File: src/rtl/mwo_pkg.sv
// shared types, constants and tables for the multi-waveform oscillator
package mwo_pkg;

    localparam int ADDR_W = 4;
    localparam int DATA_W = 32;

    localparam int SINE_TABLE_DEPTH = 256;
    localparam int SINE_IDX_W       = $clog2(SINE_TABLE_DEPTH);

    // waveform codes
    localparam logic [2:0] MODE_SQUARE   = 3'd0;
    localparam logic [2:0] MODE_SINE     = 3'd1;
    localparam logic [2:0] MODE_SAW      = 3'd2;
    localparam logic [2:0] MODE_TRIANGLE = 3'd3;
    localparam logic [2:0] MODE_NOISE    = 3'd4;

    // register indexes (byte address / 4)
    localparam logic [1:0] REG_MODE  = 2'd0;
    localparam logic [1:0] REG_INC   = 2'd1;
    localparam logic [1:0] REG_START = 2'd2;
    localparam logic [1:0] REG_SEED  = 2'd3;

    localparam logic [2:0]  MODE_RESET = MODE_SINE;
    localparam logic [15:0] SEED_DEFAULT = 16'hACE1;
    localparam logic [15:0] LFSR_TAPS    = 16'hB400;

    typedef struct packed {
        logic [2:0]  mode;
        logic [15:0] phase_inc;
        logic [15:0] start_phase;
        logic [15:0] lfsr_seed;
    } cfg_t;

    // first quarter of the sine wave, entries 0..64 of the full table
    localparam logic [14:0] QUARTER_SINE [65] = '{
        15'd0,     15'd804,   15'd1608,  15'd2410,  15'd3212,  15'd4011,  15'd4808,  15'd5602,
        15'd6393,  15'd7179,  15'd7962,  15'd8739,  15'd9512,  15'd10278, 15'd11039, 15'd11793,
        15'd12539, 15'd13279, 15'd14010, 15'd14732, 15'd15446, 15'd16151, 15'd16846, 15'd17530,
        15'd18204, 15'd18868, 15'd19519, 15'd20159, 15'd20787, 15'd21403, 15'd22005, 15'd22594,
        15'd23170, 15'd23731, 15'd24279, 15'd24811, 15'd25329, 15'd25832, 15'd26319, 15'd26790,
        15'd27245, 15'd27683, 15'd28105, 15'd28510, 15'd28898, 15'd29268, 15'd29621, 15'd29956,
        15'd30273, 15'd30571, 15'd30852, 15'd31113, 15'd31356, 15'd31580, 15'd31785, 15'd31971,
        15'd32137, 15'd32285, 15'd32412, 15'd32521, 15'd32609, 15'd32678, 15'd32728, 15'd32757,
        15'd32767
    };

    // magnitude for the lower 7 bits of the table index, mirrored past the peak
    function automatic logic [14:0] sine_mag(input logic [6:0] half);
        logic [6:0] sel;
        sel = (half <= 7'd64) ? half : (7'd0 - half);
        return QUARTER_SINE[sel];
    endfunction

endpackage

File: src/rtl/multi_waveform_oscillator_top.sv
// top level of the multi-waveform phase-accumulator oscillator
//
// Each request on the s_ channel is one sample tick; s_restart reloads the
// phase accumulator from start_phase and the noise lfsr from lfsr_seed
// (zero seed becomes 0xACE1) before the sample is made. The m_ channel
// returns one result per request: m_sample for the phase before advancing
// and m_phase_after, the accumulator after adding phase_increment.
// Configuration goes through the apb port, registers at 0x0 (mode), 0x4
// (phase increment), 0x8 (start phase), 0xC (lfsr seed); pready is always
// high and writes are meant for when no request is outstanding.
// An accepted request shows up on m_ in the next cycle. Throughput is one
// request per cycle while s_ready is high; the phase and lfsr registers
// close their update loop around the waveform logic and the 16x17 noise
// multiplier. While m_ready is low the result holds and
// s_ready drops only if the output register is full and not being taken.
// Synchronous active-low reset returns the registers to their defaults,
// the phase to zero, the lfsr to 0xACE1 and empties the output register.
module multi_waveform_oscillator_top (
    input  logic                         aclk,
    input  logic                         aresetn,
    input  logic                         psel,
    input  logic                         penable,
    input  logic                         pwrite,
    input  logic [mwo_pkg::ADDR_W-1:0]   paddr,
    input  logic [mwo_pkg::DATA_W-1:0]   pwdata,
    output logic [mwo_pkg::DATA_W-1:0]   prdata,
    output logic                         pready,
    input  logic                         s_valid,
    output logic                         s_ready,
    input  logic                         s_restart,
    output logic                         m_valid,
    input  logic                         m_ready,
    output logic signed [15:0]           m_sample,
    output logic [15:0]                  m_phase_after
);
    import mwo_pkg::*;

    cfg_t               cfg;
    logic               s_accept;
    logic [15:0]        phase_acc_reg, phase_acc_next;
    logic [15:0]        lfsr_reg, lfsr_next;
    logic [15:0]        phase_cur;
    logic [15:0]        lfsr_load;
    logic [15:0]        lfsr_cur;
    logic [16:0]        phase_sum;
    logic               step_lfsr;
    logic signed [15:0] wave_sample;
    logic               m_valid_reg, m_valid_next;
    logic signed [15:0] m_sample_reg;
    logic [15:0]        m_phase_reg;

    mwo_regs u_regs (
        .aclk    (aclk),
        .aresetn (aresetn),
        .psel    (psel),
        .penable (penable),
        .pwrite  (pwrite),
        .paddr   (paddr),
        .pwdata  (pwdata),
        .prdata  (prdata),
        .cfg     (cfg)
    );

    assign pready   = 1'b1;
    assign s_ready  = !m_valid_reg || m_ready;
    assign s_accept = s_valid && s_ready;

    // restart reloads before the sample is formed
    assign phase_cur = s_restart ? cfg.start_phase : phase_acc_reg;
    assign lfsr_load = s_restart ? cfg.lfsr_seed : lfsr_reg;
    assign lfsr_cur  = (lfsr_load == 16'd0) ? SEED_DEFAULT : lfsr_load;

    mwo_wave u_wave (
        .mode   (cfg.mode),
        .phase  (phase_cur),
        .lfsr   (lfsr_cur),
        .sample (wave_sample)
    );

    // lfsr steps only on a phase wrap in noise mode
    assign phase_sum      = {1'b0, phase_cur} + {1'b0, cfg.phase_inc};
    assign step_lfsr      = (cfg.mode == MODE_NOISE) && phase_sum[16];
    assign phase_acc_next = s_accept ? phase_sum[15:0] : phase_acc_reg;
    assign m_valid_next   = s_accept || (m_valid_reg && !m_ready);

    always_comb begin
        lfsr_next = lfsr_reg;
        if (s_accept) begin
            if (step_lfsr) begin
                lfsr_next = {1'b0, lfsr_cur[15:1]} ^ (lfsr_cur[0] ? LFSR_TAPS : 16'd0);
            end else begin
                lfsr_next = lfsr_cur;
            end
        end
    end

    always_ff @(posedge aclk) begin
        if (!aresetn) begin
            phase_acc_reg <= 16'd0;
            lfsr_reg      <= SEED_DEFAULT;
            m_valid_reg   <= 1'b0;
        end else begin
            phase_acc_reg <= phase_acc_next;
            lfsr_reg      <= lfsr_next;
            m_valid_reg   <= m_valid_next;
        end
    end

    always_ff @(posedge aclk) begin
        if (s_accept) begin
            m_sample_reg <= wave_sample;
            m_phase_reg  <= phase_sum[15:0];
        end
    end

    assign m_valid       = m_valid_reg;
    assign m_sample      = m_sample_reg;
    assign m_phase_after = m_phase_reg;

    a_lfsr_nonzero: assert property (@(posedge aclk) disable iff (!aresetn)
        lfsr_reg != 16'd0)
        else $error("noise lfsr reached zero");

    a_accept_fills_out: assert property (@(posedge aclk) disable iff (!aresetn)
        s_accept |=> m_valid)
        else $error("accepted request produced no result");

    a_phase_matches_out: assert property (@(posedge aclk) disable iff (!aresetn)
        s_accept |=> (m_phase_after == phase_acc_reg))
        else $error("reported phase differs from accumulator");

    a_lfsr_hold: assert property (@(posedge aclk) disable iff (!aresetn)
        (s_accept && !s_restart && cfg.mode != MODE_NOISE) |=> $stable(lfsr_reg))
        else $error("lfsr moved outside noise mode");

endmodule

File: src/rtl/mwo_regs.sv
// apb configuration registers of the oscillator
module mwo_regs (
    input  logic                         aclk,
    input  logic                         aresetn,
    input  logic                         psel,
    input  logic                         penable,
    input  logic                         pwrite,
    input  logic [mwo_pkg::ADDR_W-1:0]   paddr,
    input  logic [mwo_pkg::DATA_W-1:0]   pwdata,
    output logic [mwo_pkg::DATA_W-1:0]   prdata,
    output mwo_pkg::cfg_t                cfg
);
    import mwo_pkg::*;

    cfg_t       cfg_reg;
    logic       wr_en;
    logic [1:0] reg_idx;

    assign wr_en   = psel && penable && pwrite;
    assign reg_idx = paddr[ADDR_W-1:2];
    assign cfg     = cfg_reg;

    always_ff @(posedge aclk) begin
        if (!aresetn) begin
            cfg_reg.mode        <= MODE_RESET;
            cfg_reg.phase_inc   <= 16'd0;
            cfg_reg.start_phase <= 16'd0;
            cfg_reg.lfsr_seed   <= SEED_DEFAULT;
        end else if (wr_en) begin
            unique case (reg_idx)
                REG_MODE:  cfg_reg.mode        <= pwdata[2:0];
                REG_INC:   cfg_reg.phase_inc   <= pwdata[15:0];
                REG_START: cfg_reg.start_phase <= pwdata[15:0];
                REG_SEED:  cfg_reg.lfsr_seed   <= pwdata[15:0];
                default:   ;
            endcase
        end
    end

    always_comb begin
        unique case (reg_idx)
            REG_MODE:  prdata = {{(DATA_W-3){1'b0}}, cfg_reg.mode};
            REG_INC:   prdata = {{(DATA_W-16){1'b0}}, cfg_reg.phase_inc};
            REG_START: prdata = {{(DATA_W-16){1'b0}}, cfg_reg.start_phase};
            REG_SEED:  prdata = {{(DATA_W-16){1'b0}}, cfg_reg.lfsr_seed};
            default:   prdata = '0;
        endcase
    end

endmodule

File: src/rtl/mwo_wave.sv
// waveform generator: sample for one phase, lfsr value and mode
module mwo_wave (
    input  logic [2:0]   mode,
    input  logic [15:0]  phase,
    input  logic [15:0]  lfsr,
    output logic signed [15:0] sample
);
    import mwo_pkg::*;

    logic [SINE_IDX_W-1:0] sine_idx;
    logic [14:0]           sine_m;
    logic signed [15:0]    sine_s;
    logic [14:0]           tri_q;
    logic [14:0]           tri_t;
    logic signed [15:0]    tri_s;
    logic signed [15:0]    held;
    logic [16:0]           env;
    logic signed [33:0]    prod;

    assign sine_idx = phase[15:8];
    assign sine_m   = sine_mag(sine_idx[6:0]);
    assign sine_s   = sine_idx[7] ? -$signed({1'b0, sine_m}) : $signed({1'b0, sine_m});

    // rising ramp to 32766 then falling, mirrored for the second half
    assign tri_q = phase[14:0];
    assign tri_t = tri_q[14] ? (15'h7FFE - {tri_q[13:0], 1'b0}) : {tri_q[13:0], 1'b0};
    assign tri_s = phase[15] ? -$signed({1'b0, tri_t}) : $signed({1'b0, tri_t});

    // held lfsr value minus 0x8000, scaled by the decaying envelope
    assign held = $signed({~lfsr[15], lfsr[14:0]});
    assign env  = 17'h10000 - {1'b0, phase};
    assign prod = held * $signed({1'b0, env});

    always_comb begin
        unique case (mode)
            MODE_SQUARE:   sample = phase[15] ? -16'sd32767 : 16'sd32767;
            MODE_SINE:     sample = sine_s;
            MODE_SAW:      sample = $signed({~phase[15], phase[14:0]});
            MODE_TRIANGLE: sample = tri_s;
            MODE_NOISE:    sample = prod[31:16];
            default:       sample = 16'sd0;
        endcase
    end

endmodule

File: config.mk
export PLATFORM = sky130hd
export DESIGN_NAME = multi_waveform_oscillator_top
export DESIGN_NICKNAME = d
export VERILOG_FILES = /design/src/rtl/mwo_pkg.sv /design/src/rtl/multi_waveform_oscillator_top.sv /design/src/rtl/mwo_regs.sv /design/src/rtl/mwo_wave.sv
export SDC_FILE = /design/constraint.sdc
export NUM_CORES = 1
export LEC_CHECK = 0
export BUFFER_PORTS_ARGS = -buffer_cell sky130_fd_sc_hd__clkbuf_2
export CAP_MARGIN = 40
export CORE_ASPECT_RATIO = 0.6
export CORE_MARGIN = 5
export CORE_UTILIZATION = 30
export DETAILED_ROUTE_END_ITERATION = 16
export PLACE_DENSITY_LB_ADDON = 0.2
export SLEW_MARGIN = 0
export SYNTH_ARGS = -nofsm -noshare
export SYNTH_HDL_FRONTEND = slang
export SYNTH_HIERARCHICAL = 1
export SYNTH_SLANG_ARGS = --single-unit
File: constraint.sdc
create_clock -name aclk -period 11.1 [get_ports aclk]
set_input_delay 0 -clock aclk [delete_from_list [all_inputs] [get_ports aclk]]
set_output_delay 0 -clock aclk [all_outputs]
set_load 0.1 [all_outputs]
==> flow_metrics.env, run 1 <==
export IMPL_status="complete, no violations"
export IMPL_wl_per_cell_um=21.0
export IMPL_dieArea_mm2=0.0686
export IMPL_postCtsSetupBuffers=0
export IMPL_pwr_share_comb=0.625
export IMPL_cts_resized=0
export IMPL_synth_area_leader_cell="fa_1"
export IMPL_tns_ns=0
export IMPL_ir_drop_uv=175
export IMPL_synthTopCellsByArea="fa_1 22%, ha_1 9.5%, dfxtp_1 8.8%"
export IMPL_grt_pass1_wl_um=102000
export IMPL_initial_core_util=0.303
export IMPL_largest_reg_flops=51
export IMPL_cpPeakStageDelay_ns=0.57
export IMPL_arrival_ns=9.59
export IMPL_synthFlopType="dfxtp_1"
export IMPL_ys_ff_latch=116
export IMPL_p_int_uw=1620
export IMPL_seq_power_share=0.153
export IMPL_path_common_cell="fa_1"
export IMPL_htreeDepth=4
export IMPL_switchingPower_uw=1370
export IMPL_synth_top_area_share=0.219
export IMPL_clock_sinks=116
export IMPL_crit_type="reg -> reg"
export IMPL_hold_path_class="in -> reg"
export IMPL_ctsHoldBuffers=20
export IMPL_vias=16729
export IMPL_grt_start_max_net_pins=66
export IMPL_grt_pass1_vias=16816
export IMPL_netlist_area_mm2=0.0190
export IMPL_maxSlewViolCount=0
export IMPL_final_cell_mix="290 x inv_1, 275 x nand2_1, 208 x fa_1"
export IMPL_hpwl_um=50400
export IMPL_period_share=0.844
export IMPL_track_usage=0.190
export IMPL_numPortBuffers=75
export IMPL_path_clk_slew_ns=0.06
export IMPL_setup_worst_path_start_class="register"
export IMPL_antenna_found_initial=2
export IMPL_clock_skew_ns=0.0270
export IMPL_fmax_mhz=107
export IMPL_drc=0
export IMPL_core_mm2=0.0627
export IMPL_gp_congestion=0.921
export IMPL_drt_pass1_iterations=5
export IMPL_yosys_warnings=6
export IMPL_die_y_um=205
export IMPL_routed_wl_um=65600
export IMPL_layout_commonest_cell="inv_1"
export IMPL_setup_violations=0
export IMPL_synth_avg_cell_area_um2=8.43
export IMPL_crit_slowest_cell="ha_1"
export IMPL_crit_fanout=12
export IMPL_slew_headroom=0.410
export IMPL_whs_ns=0.0398
export IMPL_tritoncts="yes"
export IMPL_async_flop_share=0
export IMPL_switching_share=0.459
export IMPL_leakagePower_uw=0.00951
export IMPL_layout_min_cycle_time_ns=9.37
export IMPL_rsz0062_at_grt="no"
export IMPL_drt_iter0_drc=1579
export IMPL_rows=71
export IMPL_gr_total_overflow=0
export IMPL_syn_to_final_growth_pct=10.5
export IMPL_cts_buffer_depth=3
export IMPL_ant_nets=0
export IMPL_cp_end_kind="register"
export IMPL_clock_latency_ns=0.50
export IMPL_yosysSeqAreaShare=0.139
export IMPL_vias_per_cell=5.36
export IMPL_cts_made_buffers=25
export IMPL_power_density_mw_per_mm2=143
export IMPL_hold_violations=0
export IMPL_power_frac_clock=0.222
export IMPL_drive_gt1_frac=0.108
export IMPL_drv_cap=0
export IMPL_cts_root_buffer="clkbuf_16"
export IMPL_synth_edf_count=32
export IMPL_nets=2674
export IMPL_die_x_um=335
export IMPL_cp_required_ns=11.32
export IMPL_top_level_ports=111
export IMPL_yosys_cell_types_count=106
export IMPL_syn_inst=2254
export IMPL_tightest_slew_ns=0.882
## critical path: cells and delay by family, from the launching register on
family / cells / cell delay, ns
mux: 1 / 0.31
flops: 1 / 0.32
buf+inv: 5 / 0.99
xor+xnor: 1 / 0.49
fa+ha+maj: 8 / 3.90
compound gates: 8 / 2.00
simple gates: 5 / 1.06
## path summary, 6_finish.rpt
path / slack, ns / depth (start not counted) / end / startpoint
max: 1.73 / 28 / m_sample[14] / u_regs/cfg[24]
min: 0.04 / 4 / u_regs/cfg[11] / penable
max reg2reg: 1.73 / 28 / m_sample[14] / u_regs/cfg[24]
min reg2reg: 0.47 / 2 / phase_acc_reg[3] / phase_acc_reg[3]
## kinds of logic (layout without fill, tap and decap cells)
group	Yosys count	after routing	synth area share
xor gates and xnor gates	72	72	0.0344
and+or+nand+nor	736	736	0.194
adders and majority gates	352	352	0.314
AOI/OAI and AO/OA	409	409	0.153
buffers and inverters	452	466	0.0996
other	2	18	0.000395
muxes	115	115	0.0658
DFF	116	116	0.139
## power by group through the flow
stage / Combinational, uW / Sequential (uW) / Clock, uW
floorplan: 1320 / 526 / 0
global placement: 1840 / 466 / 0
detailed placement: 1860 / 466 / 0
CTS: 1890 / 458 / 675
global route: 2110 / 459 / 698
finish: 1870 / 458 / 665
## metrics by stage
stage	util	cell area (um2)	std cells	setup WS, ns	power, uW
finish	0.335	21000	3123	1.73	2990
global route	0.335	21000	3122	1.33	3260
CTS	0.335	21000	3122	1.84	3020
detailed placement	0.321	20100	3070	1.66	2330
global placement	0.319	20000	3059	1.69	2310
floorplan	-	19100	2269	2.30	1850
## final cells by class
| class | instances | area [um2] |
|---|---|---|
| clock inverters | 4 | 45.0 |
| flip-flops and latches | 116 | 2640 |
| repair buffers | 141 | 963 |
| multi-input cells | 1701 | 14600 |
| diodes | 1 | 2.50 |
| inverters | 293 | 1100 |
| well taps | 839 | 1050 |
| clock buffers | 28 | 647 |
| fillers | 6634 | 41700 |
## synthesized netlist by cell type, types with 9 or more instances
cell type and count:
inv_1 290, nand2_1 275, fa_1 208, and2_1 144, ha_1 144, nor2_1 104, a21oi_1 93, clkbuf_1 93
dfxtp_1 84, mux2i_1 71, o21ai_0 58, nor3_1 50, xnor2_1 50, nand3_1 45, mux2_2 40, edfxtp_1 32
o211ai_1 28, buf_2 26, buf_4 22, a211oi_1 20, xor2_1 19, a22o_1 18, nand4_1 17, a21o_1 13
a31oi_1 13, o21a_1 13, o32ai_1 12, nor2b_1 11, o22ai_1 11, or3_1 11, and3_1 10, nand2b_1 10
nor4_1 10, or2_2 10, a211o_1 9
## per-layer routing
metal,GRT usage,share of wire,routed length [um]
met5,0,0,0
met4,0.0273,0.0094,617
met3,0.0438,0.087,5680
met1,0.310,0.52,34200
met2,0.253,0.38,25100
No activity file was read; power rests on OpenSTA's default activity.
==> inputs of run 2 (changes only) <==
==> constraint.sdc (replaced) <==
create_clock -name aclk -period 9.69 [get_ports aclk]
set_input_delay 0 -clock aclk [delete_from_list [all_inputs] [get_ports aclk]]
set_output_delay 0 -clock aclk [all_outputs]
set_load 0.1 [all_outputs]
==> run 2 against run 1 <==
Clock-buffer cell count down 8. Register-to-register slack worse by 0.63 ns. Critical path depth up 2. Clock power down 3.9%. Setup slack worse by 0.63 ns. Sequential share of layout area about the same. First-iteration DRC count up 15%. Largest power group unchanged.
==> flow_metrics.env, run 2 (synthesis results as in run 1) <==
export IMPL_clock_skew_ns=0.0287
export IMPL_antenna_found_initial=3
export IMPL_grt_pass1_vias=16800
export IMPL_drt_iter0_drc=1820
export IMPL_core_mm2=0.0627
export IMPL_final_cell_mix="290 x inv_1, 275 x nand2_1, 208 x fa_1"
export IMPL_setup_worst_path_start_class="register"
export IMPL_routed_wl_um=66800
export IMPL_gr_total_overflow=0
export IMPL_vias=16776
export IMPL_cts_root_buffer="clkbuf_16"
export IMPL_numPortBuffers=75
export IMPL_htreeDepth=4
export IMPL_crit_slowest_cell="o21ai_0"
export IMPL_syn_to_final_growth_pct=10.1
export IMPL_utilization=0.334
export IMPL_ctsHoldBuffers=18
export IMPL_largest_reg_flops=51
export IMPL_period_share=0.886
export IMPL_clock_sinks=116
export IMPL_drive_gt1_frac=0.115
export IMPL_pre_cts_slack_ns=0.831
export IMPL_cp_required_ns=9.79
export IMPL_nets=2681
export IMPL_cp_end_kind="register"
export IMPL_vias_per_cell=5.35
export IMPL_slew_headroom=0.404
export IMPL_tightest_slew_ns=0.894
export IMPL_tns_ns=0
export IMPL_tritoncts="yes"
export IMPL_crit_type="reg -> reg"
export IMPL_layout_commonest_cell="inv_1"
export IMPL_cts_resized=0
export IMPL_hpwl_um=51500
export IMPL_hold_path_class="in -> reg"
export IMPL_layout_min_cycle_time_ns=8.59
export IMPL_top_level_ports=111
export IMPL_die_x_um=335
export IMPL_die_y_um=205
export IMPL_grt_pass1_wl_um=104000
export IMPL_setup_ws_ns=1.10
export IMPL_crit_fanout=16
export IMPL_power_density_mw_per_mm2=162
export IMPL_leakagePower_uw=0.00950
export IMPL_clock_latency_ns=0.47
export IMPL_grt_start_max_net_pins=88
export IMPL_ir_drop_uv=181
export IMPL_postCtsSetupBuffers=0
export IMPL_track_usage=0.195
export IMPL_rows=71
export IMPL_maxSlewViolCount=0
export IMPL_ant_nets=0
export IMPL_arrival_ns=8.69
export IMPL_fmax_mhz=116
export IMPL_cts_buffer_depth=2
export IMPL_path_common_cell="fa_1"
export IMPL_num_fill_cells=6593
export IMPL_drc=0
export IMPL_status="complete, no violations"
export IMPL_rsz0062_at_grt="no"
export IMPL_setup_violations=0
export IMPL_path_clk_slew_ns=0.06
export IMPL_drv_cap=0
export IMPL_drt_pass1_iterations=6
export IMPL_gp_congestion=0.890
export IMPL_initial_core_util=0.303
export IMPL_dieArea_mm2=0.0686
export IMPL_cpPeakStageDelay_ns=0.58
export IMPL_wl_per_cell_um=21.3
export IMPL_hold_violations=0
export IMPL_cts_made_buffers=17
run 2: cell types whose count changed in the layout (fill, tap and decap cells not counted), sizes merged:
cell / change
buf: +17
clkinv: +4
clkinvlp: +1
inv: +3
dlygate4sd3: -2
clkbuf: -8
run 2: where the power goes:
group          internal, uW  switching [uW]
logic                   885            1340
registers               515            8.51
clock network           360             279
total                  1760            1630
run 2: worst max-delay path, delay by kind of cell (launching register included):
| family | cells | cell delay [ns] |
|---|---|---|
| XOR/XNOR | 2 | 0.28 |
| multiplexers | 1 | 0.32 |
| buffers and inverters | 7 | 0.74 |
| AND/OR/NAND/NOR | 5 | 1.15 |
| flip-flops | 1 | 0.33 |
| AO/OA/AOI/OAI | 7 | 1.65 |
| adder cells (fa/ha/maj) | 8 | 3.76 |
run 2: cell type report:
cell class | instances | area, um2 | area share
multi-input cells | 1701 | 14500 | 0.695
flip-flops and latches | 116 | 2640 | 0.126
inverters | 293 | 1100 | 0.0525
well taps | 839 | 1050 | 0.0502
repair buffers | 156 | 1040 | 0.0497
clock buffers | 20 | 447 | 0.0213
clock inverters | 12 | 106 | 0.00508
diodes | 1 | 2.50 | 0.000120
run 2: worst paths after layout:
path	endpoint	cells past startpoint	slack, ns	start
hold / removal	u_regs/cfg[15]	4	0.07	penable
setup reg to reg	m_sample[8]	30	1.10	u_regs/cfg[25]
setup / recovery	m_sample[8]	30	1.10	u_regs/cfg[25]
hold reg to reg	phase_acc_reg[3]	2	0.48	phase_acc_reg[3]
run 2: per-stage QoR:
step                hold WS, ns  power (uW)  area (um2)  instances
global route             0.0825        3700       20900       3137
floorplan                 0.139        2110       19100       2269
global placement          0.246        2710       20100       3082
finish                   0.0655        3390       20900       3138
detailed placement        0.267        2740       20200       3087
CTS                      0.0431        3410       20900       3137
run 2: layer usage:
layer,vias to the layer above,track usage,wire (um)
met3,41,0.0481,6000
met4,0,0.0241,541
li1,7639,-,-
met1,8470,0.318,35100
met5,-,0,0
met2,626,0.258,25200
